**src/assert_macros.svh**
```systemverilog
// Assertion macros used by the top level of the matrix engine.
// Needs clk and rst_n in the scope of each use; empty when SYNTHESIS is set.
`ifndef ASSERT_MACROS_SVH
`define ASSERT_MACROS_SVH

`ifndef SYNTHESIS
// Check a property on every rising edge outside reset
`define MAM_ASSERT(lbl, prop, msg) \
  lbl: assert property (@(posedge clk) disable iff (!rst_n) prop) else $error(msg);
// Check that a condition never holds
`define MAM_NEVER(lbl, cond, msg) \
  lbl: assert property (@(posedge clk) disable iff (!rst_n) !(cond)) else $error(msg);
`else
`define MAM_ASSERT(lbl, prop, msg)
`define MAM_NEVER(lbl, cond, msg)
`endif

`endif

```
**src/mam_pkg.sv**
```systemverilog
// Shared types, constants and helpers of the matrix add/sub/multiply engine.
// No dependencies; used by every RTL module of the block.
`timescale 1ns / 1ps

package mam_pkg;

  localparam int DIM_DEF  = 8;   // default matrix bound
  localparam int IDX_W    = 3;   // row and column index width
  localparam int VAL_W    = 32;  // element width
  localparam int MODE_W   = 2;
  localparam int DREG_W   = 4;   // dimension register width
  localparam int CFG_IX_W = 2;
  localparam int TDATA_W  = 40;  // row, col, value padded to bytes

  // Register indexes of the configuration port
  localparam logic [CFG_IX_W-1:0] REG_MODE  = 2'd0;
  localparam logic [CFG_IX_W-1:0] REG_ROWS  = 2'd1;
  localparam logic [CFG_IX_W-1:0] REG_INNER = 2'd2;
  localparam logic [CFG_IX_W-1:0] REG_COLS  = 2'd3;

  // Operation codes (bit 1 alone selects the product)
  localparam int OP_MUL_BIT = 1;
  localparam int OP_SUB_BIT = 0;

  typedef struct packed {
    logic [MODE_W-1:0] mode;
    logic [DREG_W-1:0] rows;
    logic [DREG_W-1:0] inner;
    logic [DREG_W-1:0] cols;
  } cfg_t;

  typedef struct packed {
    logic             we;
    logic             sel;   // 0 A, 1 B
    logic [IDX_W-1:0] row;
    logic [IDX_W-1:0] col;
    logic [VAL_W-1:0] value;
  } wr_req_t;

  typedef struct packed {
    logic             re;
    logic [IDX_W-1:0] a_row;
    logic [IDX_W-1:0] a_col;
    logic [IDX_W-1:0] b_row;
    logic [IDX_W-1:0] b_col;
  } rd_req_t;

  // Clamp a dimension register to 1..dmax and return its last index
  function automatic logic [IDX_W-1:0] last_index(input logic [DREG_W-1:0] v,
                                                  input logic [DREG_W-1:0] dmax);
    logic [DREG_W-1:0] c;
    c = v;
    if (v == '0) c = DREG_W'(1);
    else if (v > dmax) c = dmax;
    last_index = IDX_W'(c - DREG_W'(1));
  endfunction

endpackage

```
**src/mam_store.sv**
```systemverilog
// Element stores for matrices A and B: one write port, one registered read each.
// Depends on mam_pkg for the request structs.
`timescale 1ns / 1ps

module mam_store #(
  parameter int DIM = mam_pkg::DIM_DEF
) (
  input  logic                      clk,
  input  mam_pkg::wr_req_t          wr_req,
  input  mam_pkg::rd_req_t          rd_req,
  output logic [mam_pkg::VAL_W-1:0] rd_a,
  output logic [mam_pkg::VAL_W-1:0] rd_b
);

  localparam int DEPTH = DIM * DIM;
  localparam int AW    = (DEPTH > 1) ? $clog2(DEPTH) : 1;

  logic [mam_pkg::VAL_W-1:0] mem_a [DEPTH];
  logic [mam_pkg::VAL_W-1:0] mem_b [DEPTH];

  logic [AW-1:0] wr_addr;
  logic [AW-1:0] ra_addr;
  logic [AW-1:0] rb_addr;
  logic          wr_in_range;

  // Linear address is row * DIM + col
  assign wr_addr = AW'(wr_req.row) * AW'(DIM) + AW'(wr_req.col);
  assign ra_addr = AW'(rd_req.a_row) * AW'(DIM) + AW'(rd_req.a_col);
  assign rb_addr = AW'(rd_req.b_row) * AW'(DIM) + AW'(rd_req.b_col);

  // Drop loads whose row or column lies outside the matrix bound
  assign wr_in_range = ({1'b0, wr_req.row} < (mam_pkg::IDX_W + 1)'(DIM)) &&
                       ({1'b0, wr_req.col} < (mam_pkg::IDX_W + 1)'(DIM));

  always_ff @(posedge clk) begin
    if (wr_req.we && wr_in_range && !wr_req.sel) begin
      mem_a[wr_addr] <= wr_req.value;
    end
    if (wr_req.we && wr_in_range && wr_req.sel) begin
      mem_b[wr_addr] <= wr_req.value;
    end
  end

  // Registered read, held while no read is issued
  always_ff @(posedge clk) begin
    if (rd_req.re) begin
      rd_a <= mem_a[ra_addr];
      rd_b <= mem_b[rb_addr];
    end
  end

endmodule

```
**config.mk**
```make
export PLATFORM = sky130hd
export DESIGN_NAME = mam_store
export DESIGN_NICKNAME = d
export VERILOG_FILES = /design/src/assert_macros.svh /design/src/mam_pkg.sv /design/src/mam_store.sv
export SDC_FILE = /design/constraint.sdc
export NUM_CORES = 2
export LEC_CHECK = 0
export BUFFER_PORTS_ARGS = -buffer_cell sky130_fd_sc_hd__buf_2
export CORE_MARGIN = 4
export CORE_UTILIZATION = 40
export CTS_CLUSTER_DIAMETER = 30
export DETAILED_ROUTE_END_ITERATION = 10
export SLEW_MARGIN = 20
export SYNTH_ARGS = -nofsm -noshare
export SYNTH_HDL_FRONTEND = slang
export SYNTH_SLANG_ARGS = --single-unit
```
**constraint.sdc**
```tcl
create_clock -name clk -period 7.6 [get_ports clk]
set_input_delay 1.52 -clock clk [delete_from_list [all_inputs] [get_ports clk]]
set_output_delay 1.52 -clock clk [all_outputs]
set_load 0.1 [all_outputs]
```
==> impl_metrics.yaml <==
power_and_ir_drop:
  vdd_ir_drop_max_uv: 282
  p_per_area_nw_per_um2: 306
  cellLeakagePower_nw: 59.9
routing:
  drc_errors: 0
  via_per_inst: 5.83
  first_pass_iters: 5
  drt_iter0_drc: 9908
  wl_per_cell_um: 32.3
  route.vias.total: 77200
  routed_wl_um: 428000
  antenna_left: 0
sta:
  clock.fmax_ghz: 0.231
  finalHoldViolCount: 0
  finalSetupViolCount: 0
  fin_tns_setup_ps: 0
  finClkSkew_ps: 48.8
  timing.final.crit_share: 0.569
  slew_violations: 0
  holdWs_ps: 873
  min_period_ps: 4320
  rsz0062_at_grt: "false"
  maxSlewHeadroom: 0.252
  worst_slew_pin_slew_ps: 1120
floorplan:
  die_x_um: 636
  die-area_um2: 405000
  dieHeight_um: 636
  io_pins: 118
  rows: 230
  core_area_um2: 393000
  initial_core_util: 0.402
critical_path:
  crit_path_start_kind: "input pin"
  rrSetupSlack_ps: 4980
  r2r-end: "rd_b[18]"
  cp-end-kind: "flop"
  r2r_start: "mem_b[17][18]"
  ff2ff_path_depth: 5
  critPathRequiredTime_ps: 8340
  critPathKind: "input pin to flop"
  critPathMaxFanout: 60
  crit_arrival_ps: 5060
cts:
  clock_path_buffers: 4
  numCtsBuffers: 638
  root_buffer: "clkbuf_16"
  cts_setup_buffers: 0
  insertion_delay_ps: 1050
  htreeDepth: 6
  hold_buffers: 0
  cts_tree: "yes"
  cts_resized: 0
  clock_sink_count: 4160
  clk_pin_slew_ps: 60
synthesis:
  ys.flop_type: "edfxtp_1"
  synth-seq-cells: 4160
  synth_cell_types: 45
  synth_warnings: 0
  synth_area_um2: 158000
  seq_area_frac_synth: 0.791
  syn_area_per_cell_um2: 23.1
  synthArstFlopShare: 0
  synth_edf_count: 4160
  synth_cells: 6825
  syn_nets: 6879
placed_design:
  io_buffers: 117
  hpwlAfterDp_um: 248000
  gp_congestion: 0.826
worst_hold_path:
  hp-start: "wr_req[15]"
  whs_path_depth: 1
  min_to: "mem_b[25][15]"
  hp-class: "input pin to flop"
status:
  status: "completed"
global_route:
  track_usage: 0.208
  grt_max_degree: 121
  antenna_found_initial: 35
  grt_pass1_wl_um: 605000
  grt_pass1_vias: 78300
  grt_overflow: 0
layout:
  mostFrequentLayoutCell: "edfxtp_1"
  finalNetCount: 7533
  area_delta_synth_final_pct: 19.9
  final_cell_mix: "edfxtp_1, mux4_2, clkbuf_16, buf_4, mux2i_1"
  drive_gt1_frac: 0.326
  n_fill_cell: 31100
flow_run:
  drv_cap: 0
==> registers in the layout, indices dropped and copies added (netlist names) <==
register / flops
mem_a: 2048
mem_b: 2048
rd_a: 32
rd_b: 32
==> synthesized netlist by cell type, types with 10 or more instances <==
master	instances	area, um2
nor3_1	22	110
nand3b_1	16	120
o21ai_0	76	380
o221ai_1	39	342
nand3_1	34	170
mux2_2	31	349
nor2_1	226	848
nand2b_1	29	181
buf_6	16	180
a211oi_1	16	120
nand2_1	86	323
nor2b_1	22	138
mux4_2	998	22500
o22a_1	10	87.6
buf_1	25	93.8
o22ai_1	186	1160
edfxtp_1	4160	125000
mux2i_1	231	2310
buf_4	81	608
buf_2	144	721
clkbuf_1	105	394
nor4_1	34	213
o211ai_1	19	143
a21oi_1	90	450
a221oi_1	57	499
==> critical path, stage by stage <==
cell,delay [ps]
buf_8,600
buf_12,430
buf_12,330
mux4_2,610
mux4_2,500
o22ai_1,770
nor2_1,120
==> cell families after synthesis <==
family,after synthesis,synth area share
simple gates,500,0.0147
compound gates,524,0.0219
buf+inv,381,0.0130
mux,1260,0.159
flops,4160,0.791
==> final cells by class <==
type / instances / area [um2] / share of cell area
flip-flops and latches: 4160 / 125000 / 0.660
diodes: 13 / 32.5 / 0.000172
well taps: 5220 / 6530 / 0.0345
inverters: 9 / 33.8 / 0.000178
multi-input cells: 2284 / 32000 / 0.169
clock inverters: 476 / 5930 / 0.0313
clock buffers: 698 / 16300 / 0.0860
repair buffers: 386 / 3530 / 0.0187
==> power by group <==
group | total [W] | switching, W | internal [W]
Sequential | 0.0255 | 0.0000751 | 0.0254
Clock | 0.0298 | 0.0110 | 0.0188
Combinational | 0.00260 | 0.00182 | 0.000772
Total | 0.0579 | 0.0129 | 0.0450
==> per-layer routing <==
| layer | routed length, um | vias to the layer above | GRT usage | part of all wire |
|---|---|---|---|---|
| li1 | - | 30800 | - | - |
| met1 | 169000 | 42000 | 0.288 | 0.40 |
| met2 | 211000 | 3733 | 0.339 | 0.49 |
| met3 | 35600 | 695 | 0.0379 | 0.083 |
| met4 | 12700 | 6 | 0.0628 | 0.030 |
| met5 | 34 | - | 0 | 0.000079 |
==> per-stage QoR <==
stage               total power [W]  worst slack [ps]  area, um2  std cells  utilization
CTS                          0.0583              3380     189000      13200        0.482
global placement             0.0285              2180     166000      12000        0.423
floorplan                    0.0273              3230     158000       6825            -
global route                 0.0595              3080     189000      13200        0.482
finish                       0.0579              3280     189000      13200        0.482
detailed placement           0.0286              2260     167000      12100        0.425
==> worst max-delay path by stage <==
| stage | startpoint | end | slack, ps | cells past startpoint |
|---|---|---|---|---|
| final | rd_req[0] | rd_b[19] | 3280 | 7 |
| after global routing | rd_req[0] | rd_b[2] | 3080 | 7 |
| after floorplan | wr_req[33] | mem_b[42][0] | 3230 | 6 |
| after CTS | rd_req[0] | rd_b[19] | 3380 | 7 |
| after detailed placement | rd_req[0] | rd_b[19] | 2260 | 7 |
| after global placement | rd_req[0] | rd_b[2] | 2180 | 7 |
No activity file was read; power rests on OpenSTA's default activity.
