--- config.mk ---
export PLATFORM = sky130hd
export DESIGN_NAME = mam_ctrl
export DESIGN_NICKNAME = d
export VERILOG_FILES = /design/src/assert_macros.svh /design/src/mam_pkg.sv /design/src/mam_ctrl.sv
export SDC_FILE = /design/constraint.sdc
export NUM_CORES = 2
export LEC_CHECK = 0
export BUFFER_PORTS_ARGS = -buffer_cell sky130_fd_sc_hd__buf_2
export CORE_MARGIN = 2
export CORE_UTILIZATION = 58
export CTS_CLUSTER_DIAMETER = 120
export DETAILED_ROUTE_END_ITERATION = 8
export GPL_ROUTABILITY_DRIVEN = 0
export PLACE_DENSITY = 0.79
export SYNTH_ARGS = -nofsm -noshare
export SYNTH_HDL_FRONTEND = slang
export SYNTH_SLANG_ARGS = --single-unit
--- constraint.sdc ---
create_clock -name clk -period 7.95 [get_ports clk]
set_input_delay 0.795 -clock clk [delete_from_list [all_inputs] [get_ports clk]]
set_output_delay 0.795 -clock clk [all_outputs]
set_load 0.03 [all_outputs]
--- src/assert_macros.svh ---
// Assertion macros used by the top level of the matrix engine.
// Needs clk and rst_n in the scope of each use; empty when SYNTHESIS is set.
`ifndef ASSERT_MACROS_SVH
`define ASSERT_MACROS_SVH

`ifndef SYNTHESIS
// Check a property on every rising edge outside reset
`define MAM_ASSERT(lbl, prop, msg) \
  lbl: assert property (@(posedge clk) disable iff (!rst_n) prop) else $error(msg);
// Check that a condition never holds
`define MAM_NEVER(lbl, cond, msg) \
  lbl: assert property (@(posedge clk) disable iff (!rst_n) !(cond)) else $error(msg);
`else
`define MAM_ASSERT(lbl, prop, msg)
`define MAM_NEVER(lbl, cond, msg)
`endif

`endif

--- src/mam_pkg.sv ---
// Shared types, constants and helpers of the matrix add/sub/multiply engine.
// No dependencies; used by every RTL module of the block.
`timescale 1ns / 1ps

package mam_pkg;

  localparam int DIM_DEF  = 8;   // default matrix bound
  localparam int IDX_W    = 3;   // row and column index width
  localparam int VAL_W    = 32;  // element width
  localparam int MODE_W   = 2;
  localparam int DREG_W   = 4;   // dimension register width
  localparam int CFG_IX_W = 2;
  localparam int TDATA_W  = 40;  // row, col, value padded to bytes

  // Register indexes of the configuration port
  localparam logic [CFG_IX_W-1:0] REG_MODE  = 2'd0;
  localparam logic [CFG_IX_W-1:0] REG_ROWS  = 2'd1;
  localparam logic [CFG_IX_W-1:0] REG_INNER = 2'd2;
  localparam logic [CFG_IX_W-1:0] REG_COLS  = 2'd3;

  // Operation codes (bit 1 alone selects the product)
  localparam int OP_MUL_BIT = 1;
  localparam int OP_SUB_BIT = 0;

  typedef struct packed {
    logic [MODE_W-1:0] mode;
    logic [DREG_W-1:0] rows;
    logic [DREG_W-1:0] inner;
    logic [DREG_W-1:0] cols;
  } cfg_t;

  typedef struct packed {
    logic             we;
    logic             sel;   // 0 A, 1 B
    logic [IDX_W-1:0] row;
    logic [IDX_W-1:0] col;
    logic [VAL_W-1:0] value;
  } wr_req_t;

  typedef struct packed {
    logic             re;
    logic [IDX_W-1:0] a_row;
    logic [IDX_W-1:0] a_col;
    logic [IDX_W-1:0] b_row;
    logic [IDX_W-1:0] b_col;
  } rd_req_t;

  // Clamp a dimension register to 1..dmax and return its last index
  function automatic logic [IDX_W-1:0] last_index(input logic [DREG_W-1:0] v,
                                                  input logic [DREG_W-1:0] dmax);
    logic [DREG_W-1:0] c;
    c = v;
    if (v == '0) c = DREG_W'(1);
    else if (v > dmax) c = dmax;
    last_index = IDX_W'(c - DREG_W'(1));
  endfunction

endpackage

--- src/mam_ctrl.sv ---
// Sequencer and arithmetic pipeline: walks result elements, reads the stores,
// multiplies or adds, accumulates and holds one result. Depends on mam_pkg.
`timescale 1ns / 1ps

module mam_ctrl #(
  parameter int DIM = mam_pkg::DIM_DEF
) (
  input  logic                      clk,
  input  logic                      rst_n,
  input  mam_pkg::cfg_t             cfg,
  input  logic                      in_valid,
  input  logic                      in_last,
  output logic                      in_ready,
  output mam_pkg::rd_req_t          rd_req,
  input  logic [mam_pkg::VAL_W-1:0] rd_a,
  input  logic [mam_pkg::VAL_W-1:0] rd_b,
  output logic                      out_valid,
  input  logic                      out_ready,
  output logic [mam_pkg::IDX_W-1:0] out_row,
  output logic [mam_pkg::IDX_W-1:0] out_col,
  output logic [mam_pkg::VAL_W-1:0] out_value,
  output logic                      out_end
);

  localparam int IW = mam_pkg::IDX_W;
  localparam int VW = mam_pkg::VAL_W;

  localparam logic ST_IDLE = 1'b0;
  localparam logic ST_RUN  = 1'b1;

  logic state_r, state_nxt;
  logic [mam_pkg::MODE_W-1:0] op_r, op_nxt;
  logic [IW-1:0] rl_r, rl_nxt, cl_r, cl_nxt, kl_r, kl_nxt;
  logic [IW-1:0] i_r, i_nxt, j_r, j_nxt, k_r, k_nxt;

  // Stage 1: read data arriving from the stores
  logic          v1_r, f1_r, l1_r, e1_r;
  logic [IW-1:0] r1_r, c1_r;
  // Stage 2: product or elementwise sum
  logic          v2_r, f2_r, l2_r, e2_r;
  logic [IW-1:0] r2_r, c2_r;
  logic [VW-1:0] p2_r, p2_nxt;
  // Stage 3: accumulator and result register
  logic [VW-1:0] acc_r, acc_nxt;
  logic          out_valid_r, out_valid_nxt;
  logic          out_end_r;
  logic [IW-1:0] out_row_r, out_col_r;
  logic [VW-1:0] out_value_r;

  logic adv, issue, start, mul;
  logic k_done, j_done, i_done;
  logic [mam_pkg::DREG_W-1:0] dmax;

  assign dmax  = mam_pkg::DREG_W'(DIM);
  assign mul   = op_r[mam_pkg::OP_MUL_BIT];
  // Whole pipeline moves only when the result slot is free or draining
  assign adv   = !out_valid_r || out_ready;
  assign issue = (state_r == ST_RUN) && adv;
  assign in_ready = (state_r == ST_IDLE);
  assign start    = in_valid && in_ready && in_last;

  assign k_done = (k_r == kl_r);
  assign j_done = (j_r == cl_r);
  assign i_done = (i_r == rl_r);

  // Read request for the current inner step
  always_comb begin
    rd_req.re    = issue;
    rd_req.a_row = i_r;
    rd_req.a_col = mul ? k_r : j_r;
    rd_req.b_row = mul ? k_r : i_r;
    rd_req.b_col = j_r;
  end

  // Latch dimensions on start, then advance k, j, i
  always_comb begin
    state_nxt = state_r;
    op_nxt = op_r;
    rl_nxt = rl_r;
    cl_nxt = cl_r;
    kl_nxt = kl_r;
    i_nxt  = i_r;
    j_nxt  = j_r;
    k_nxt  = k_r;
    unique case (state_r)
      ST_IDLE: begin
        if (start) begin
          state_nxt = ST_RUN;
          op_nxt = cfg.mode;
          rl_nxt = mam_pkg::last_index(cfg.rows, dmax);
          if (cfg.mode[mam_pkg::OP_MUL_BIT]) begin
            cl_nxt = mam_pkg::last_index(cfg.cols, dmax);
            kl_nxt = mam_pkg::last_index(cfg.inner, dmax);
          end else begin
            cl_nxt = mam_pkg::last_index(cfg.inner, dmax);
            kl_nxt = '0;
          end
          i_nxt = '0;
          j_nxt = '0;
          k_nxt = '0;
        end
      end
      ST_RUN: begin
        if (issue) begin
          if (!k_done) begin
            k_nxt = k_r + IW'(1);
          end else begin
            k_nxt = '0;
            if (!j_done) begin
              j_nxt = j_r + IW'(1);
            end else begin
              j_nxt = '0;
              if (!i_done) i_nxt = i_r + IW'(1);
              else state_nxt = ST_IDLE;
            end
          end
        end
      end
      default: state_nxt = ST_IDLE;
    endcase
  end

  // Product (low word) or elementwise add/subtract
  always_comb begin
    if (mul) p2_nxt = rd_a * rd_b;
    else if (op_r[mam_pkg::OP_SUB_BIT]) p2_nxt = rd_a - rd_b;
    else p2_nxt = rd_a + rd_b;
  end

  assign acc_nxt = f2_r ? p2_r : acc_r + p2_r;

  assign out_valid_nxt = (out_valid_r && !out_ready) || (adv && v2_r && l2_r);

  // Control state
  always_ff @(posedge clk) begin
    if (!rst_n) begin
      state_r     <= ST_IDLE;
      v1_r        <= 1'b0;
      v2_r        <= 1'b0;
      out_valid_r <= 1'b0;
    end else begin
      state_r     <= state_nxt;
      out_valid_r <= out_valid_nxt;
      if (adv) begin
        v1_r <= issue;
        v2_r <= v1_r;
      end
    end
  end

  // Sequencer payload and pipeline data
  always_ff @(posedge clk) begin
    op_r <= op_nxt;
    rl_r <= rl_nxt;
    cl_r <= cl_nxt;
    kl_r <= kl_nxt;
    i_r  <= i_nxt;
    j_r  <= j_nxt;
    k_r  <= k_nxt;
    if (adv) begin
      f1_r <= (k_r == '0);
      l1_r <= k_done;
      e1_r <= k_done && j_done && i_done;
      r1_r <= i_r;
      c1_r <= j_r;
      f2_r <= f1_r;
      l2_r <= l1_r;
      e2_r <= e1_r;
      r2_r <= r1_r;
      c2_r <= c1_r;
      p2_r <= p2_nxt;
    end
    if (adv && v2_r) begin
      acc_r <= acc_nxt;
    end
    if (adv && v2_r && l2_r) begin
      out_row_r   <= r2_r;
      out_col_r   <= c2_r;
      out_value_r <= acc_nxt;
      out_end_r   <= e2_r;
    end
  end

  assign out_valid = out_valid_r;
  assign out_row   = out_row_r;
  assign out_col   = out_col_r;
  assign out_value = out_value_r;
  assign out_end   = out_end_r;

endmodule

==> impl_metrics.json <==
{
  "std_cell_rows": 75,
  "synth-seq-cells": 145,
  "largest_net_degree_at_the_start_of_global_routing": 62,
  "yosys.area.top_type": "sky130_fd_sc_hd__fa_1",
  "status": "completed",
  "n_fill_cell": 3381,
  "r2r-start": "op_r[0]",
  "worst_hold_check_path_type": "reg2reg",
  "floorplan.initialDensity_pct": 59.0,
  "final_layout_size_suffix_gt1_share_pct": 9.34,
  "gr-total-overflow": 0,
  "post_synth.cell_area_avg_um2": 9.50,
  "post-route-period-util_pct": 96.2,
  "yosysWarnings": 0,
  "setup_violations": 0,
  "final_net_count": 3393,
  "worst-r2r-setup-slack_ns": 3.54,
  "io_buffers": 136,
  "setup_repair_after_global_routing_missed_its_margin": "false",
  "finalHoldViolations": 0,
  "route.detailed.drc": 0,
  "clockRootBuffer": "sky130_fd_sc_hd__clkbuf_16",
  "critPathMaxFanout": 17,
  "drt_iter0_markers": 1734,
  "final-seq-area_um2": 4310,
  "ys_top_cells_by_area": "sky130_fd_sc_hd__fa_1 (33%), sky130_fd_sc_hd__edfxtp_1 (17%), sky130_fd_sc_hd__ha_1 (9.8%)",
  "htree_num_levels": 4,
  "drt-wirelength-per-cell_um": 21.0,
  "dpl.cell_count": 3226,
  "crit_path_frequent_cell": "sky130_fd_sc_hd__fa_1",
  "fp.coreArea_um2": 42000,
  "post_synth_inst_count": 2609,
  "multi_input_comb_area_um2": 18400,
  "netlist.area_leader.share_pct": 33.1,
  "critPathTopFamily": "adder cells",
  "max_freq_ghz": 0.131,
  "fin_crit_ns": 7.65,
  "die_y_um": 211,
  "post_drt_via_cell_ratio": 5.89,
  "postCtsResizedCells": 0,
  "async_reset_ff_share_pct": 0,
  "worst_setup_path_end_kind": "flip-flop",
  "ys_seq_area_share_pct": 17.4,
  "num_io_pins": 137,
  "worst_path_max_delay_cell": "sky130_fd_sc_hd__fa_1",
  "post-dp-hpwl_um": 55000,
  "detailroute.via_count": 19200,
  "setup_tns_ns": 0,
  "drtPass1Iterations": 6,
  "synth_cell_types": 65,
  "cts_hold_buffers": 0,
  "final-instance-count-excl-fill": 3263,
  "worstSetupPathType": "in2reg",
  "timing.critical_path.from": "rd_b[2]",
  "insertion_delay_of_the_later_clocked_pin_in_the_worst_skew_pair_ns": 0.45,
  "synth-edff-count": 141,
  "start_kind": "primary input",
  "cts_tree": "done",
  "cts_buffer_depth": 2,
  "critical_path.reg2reg.endpoint": "p2_r[30]",
  "overall_global_routing_resource_usage_pct": 31.9,
  "max_slew.worst_pin.slew_ns": 0.749,
  "cts_post_setup_buffers_inserted": 0,
  "die-area_um2": 44400,
  "rr_worst_depth": 13,
  "antenna_violations_before_repair": 6,
  "synth.cell_area_um2": 24800,
  "num_clock_sinks": 145,
  "cts_buffers": 17,
  "wire_length_of_the_first_global_routing_pass_um": 108000,
  "synth_fp_nets": 3296,
  "crit_chain": "buf_2 -> buf_4 -> and2_1 -> fa_1 -> inv_1 -> fa_1 -> fa_1 -> fa_1 -> inv_1 -> ha_1 -> ha_1 -> fa_1 -> fa_1 -> ha_1 -> a21o_1 -> a21o_1 -> a221oi_1 -> o211ai_1 -> and3_1 -> a41o_1 -> a21o_1 -> a21oi_1 -> xor2_1 -> mux2i_1",
  "drt_wl_total_um": 68400,
  "cp_slowest_stage_delay_ns": 0.55,
  "max_cap_violations": 0,
  "path_depth": 24,
  "die_x_um": 211,
  "syn2layout_area_growth_pct": 8.01,
  "worst_hold_path.num_cells": 0,
  "timing.critical_path.arrival_ns": 7.78,
  "timing_endpoint_of_the_critical_path": "p2_r[24]",
  "report.final.slew_viol_count": 0,
  "clk_pin_slew_worst_paths_ns": 0.06,
  "timing.critical_path.required_ns": 8.08,
  "number_of_global_route_vias_before_repair": 20600,
  "postSynth.topFlopCell": "sky130_fd_sc_hd__edfxtp_1",
  "critPathBufInv": 4,
  "clock-skew-final_ns": 0.0142,
  "route.antenna.remaining_nets": 0,
  "maxSlewHeadroom_pct": 50.1
}
==> layout make-up <==
type	count	area share, %
diodes	5	0.0467
clock buffers	17	1.59
clock inverters	15	0.514
inverters	414	5.80
multi-input cells	1925	68.9
flip-flops and latches	145	16.1
well taps	539	2.52
repair buffers	203	4.51
==> per-layer routing <==
| metal | GRT usage, % | wire [um] | vias to the layer above |
|---|---|---|---|
| met5 | 0 | 13 | - |
| met4 | 18.6 | 4420 | 2 |
| met3 | 6.60 | 6770 | 311 |
| met2 | 53.5 | 32700 | 1038 |
| met1 | 38.1 | 24500 | 9464 |
| li1 | - | - | 8388 |
==> cells by family (layout without fill, tap and decap cells) <==
group | after synthesis | count (layout) | synth area share, %
simple gates | 807 | 807 | 16.5
fa+ha+maj | 604 | 604 | 42.9
buf+inv | 539 | 649 | 8.19
compound gates | 322 | 322 | 8.14
xor+xnor | 181 | 181 | 6.40
flops | 145 | 145 | 17.4
mux | 11 | 11 | 0.464
other cells | 0 | 5 | 0
==> worst min-delay path by stage <==
stage	startpoint	to	slack, ns
after floorplan	c1_r[0]	c2_r[0]	0.40
after global placement	r1_r[0]	r2_r[0]	0.40
after detailed placement	c2_r[1]	out_col[1]	0.40
after CTS	f1_r	f2_r	0.42
after global routing	r1_r[0]	r2_r[0]	0.42
final	f1_r	f2_r	0.42
==> cells in the mapped netlist, drive strengths merged (33+ instances only) <==
cell	instances
nor2	75
a21oi	89
a21o	33
fa	410
inv	414
o21ai	93
ha	194
nand2	309
edfxtp	141
and2	315
clkbuf	113
xnor2	128
xor2	53
==> cells in the final DEF (no fill, tap or decap), drive strengths merged, types with 17 or more instances in the layout <==
master  Yosys  final
inv       414    424
fa        410    410
and2      315    315
nand2     309    309
buf        12    203
ha        194    194
edfxtp    141    141
xnor2     128    128
o21ai      93     93
a21oi      89     89
nor2       75     75
xor2       53     53
a21o       33     33
nor3       25     25
nand2b     18     18
clkbuf    113     17
==> metrics by stage <==
| step | hold slack, ns | util (%) | setup WS [ns] | instance area (um2) |
|---|---|---|---|---|
| detailed placement | 0.405 | 62.3 | 0.0135 | 26200 |
| CTS | 0.416 | 63.7 | 0.434 | 26800 |
| global placement | 0.400 | 62.3 | 0.128 | 26200 |
| floorplan | 0.400 | - | 0.369 | 24800 |
| finish | 0.416 | 63.7 | 0.299 | 26800 |
| global route | 0.421 | 63.7 | 0.148 | 26800 |
Power is left out: the tool's default activity adds up to more than one toggle a clock period on the data nets, which glitch-free logic cannot reach.
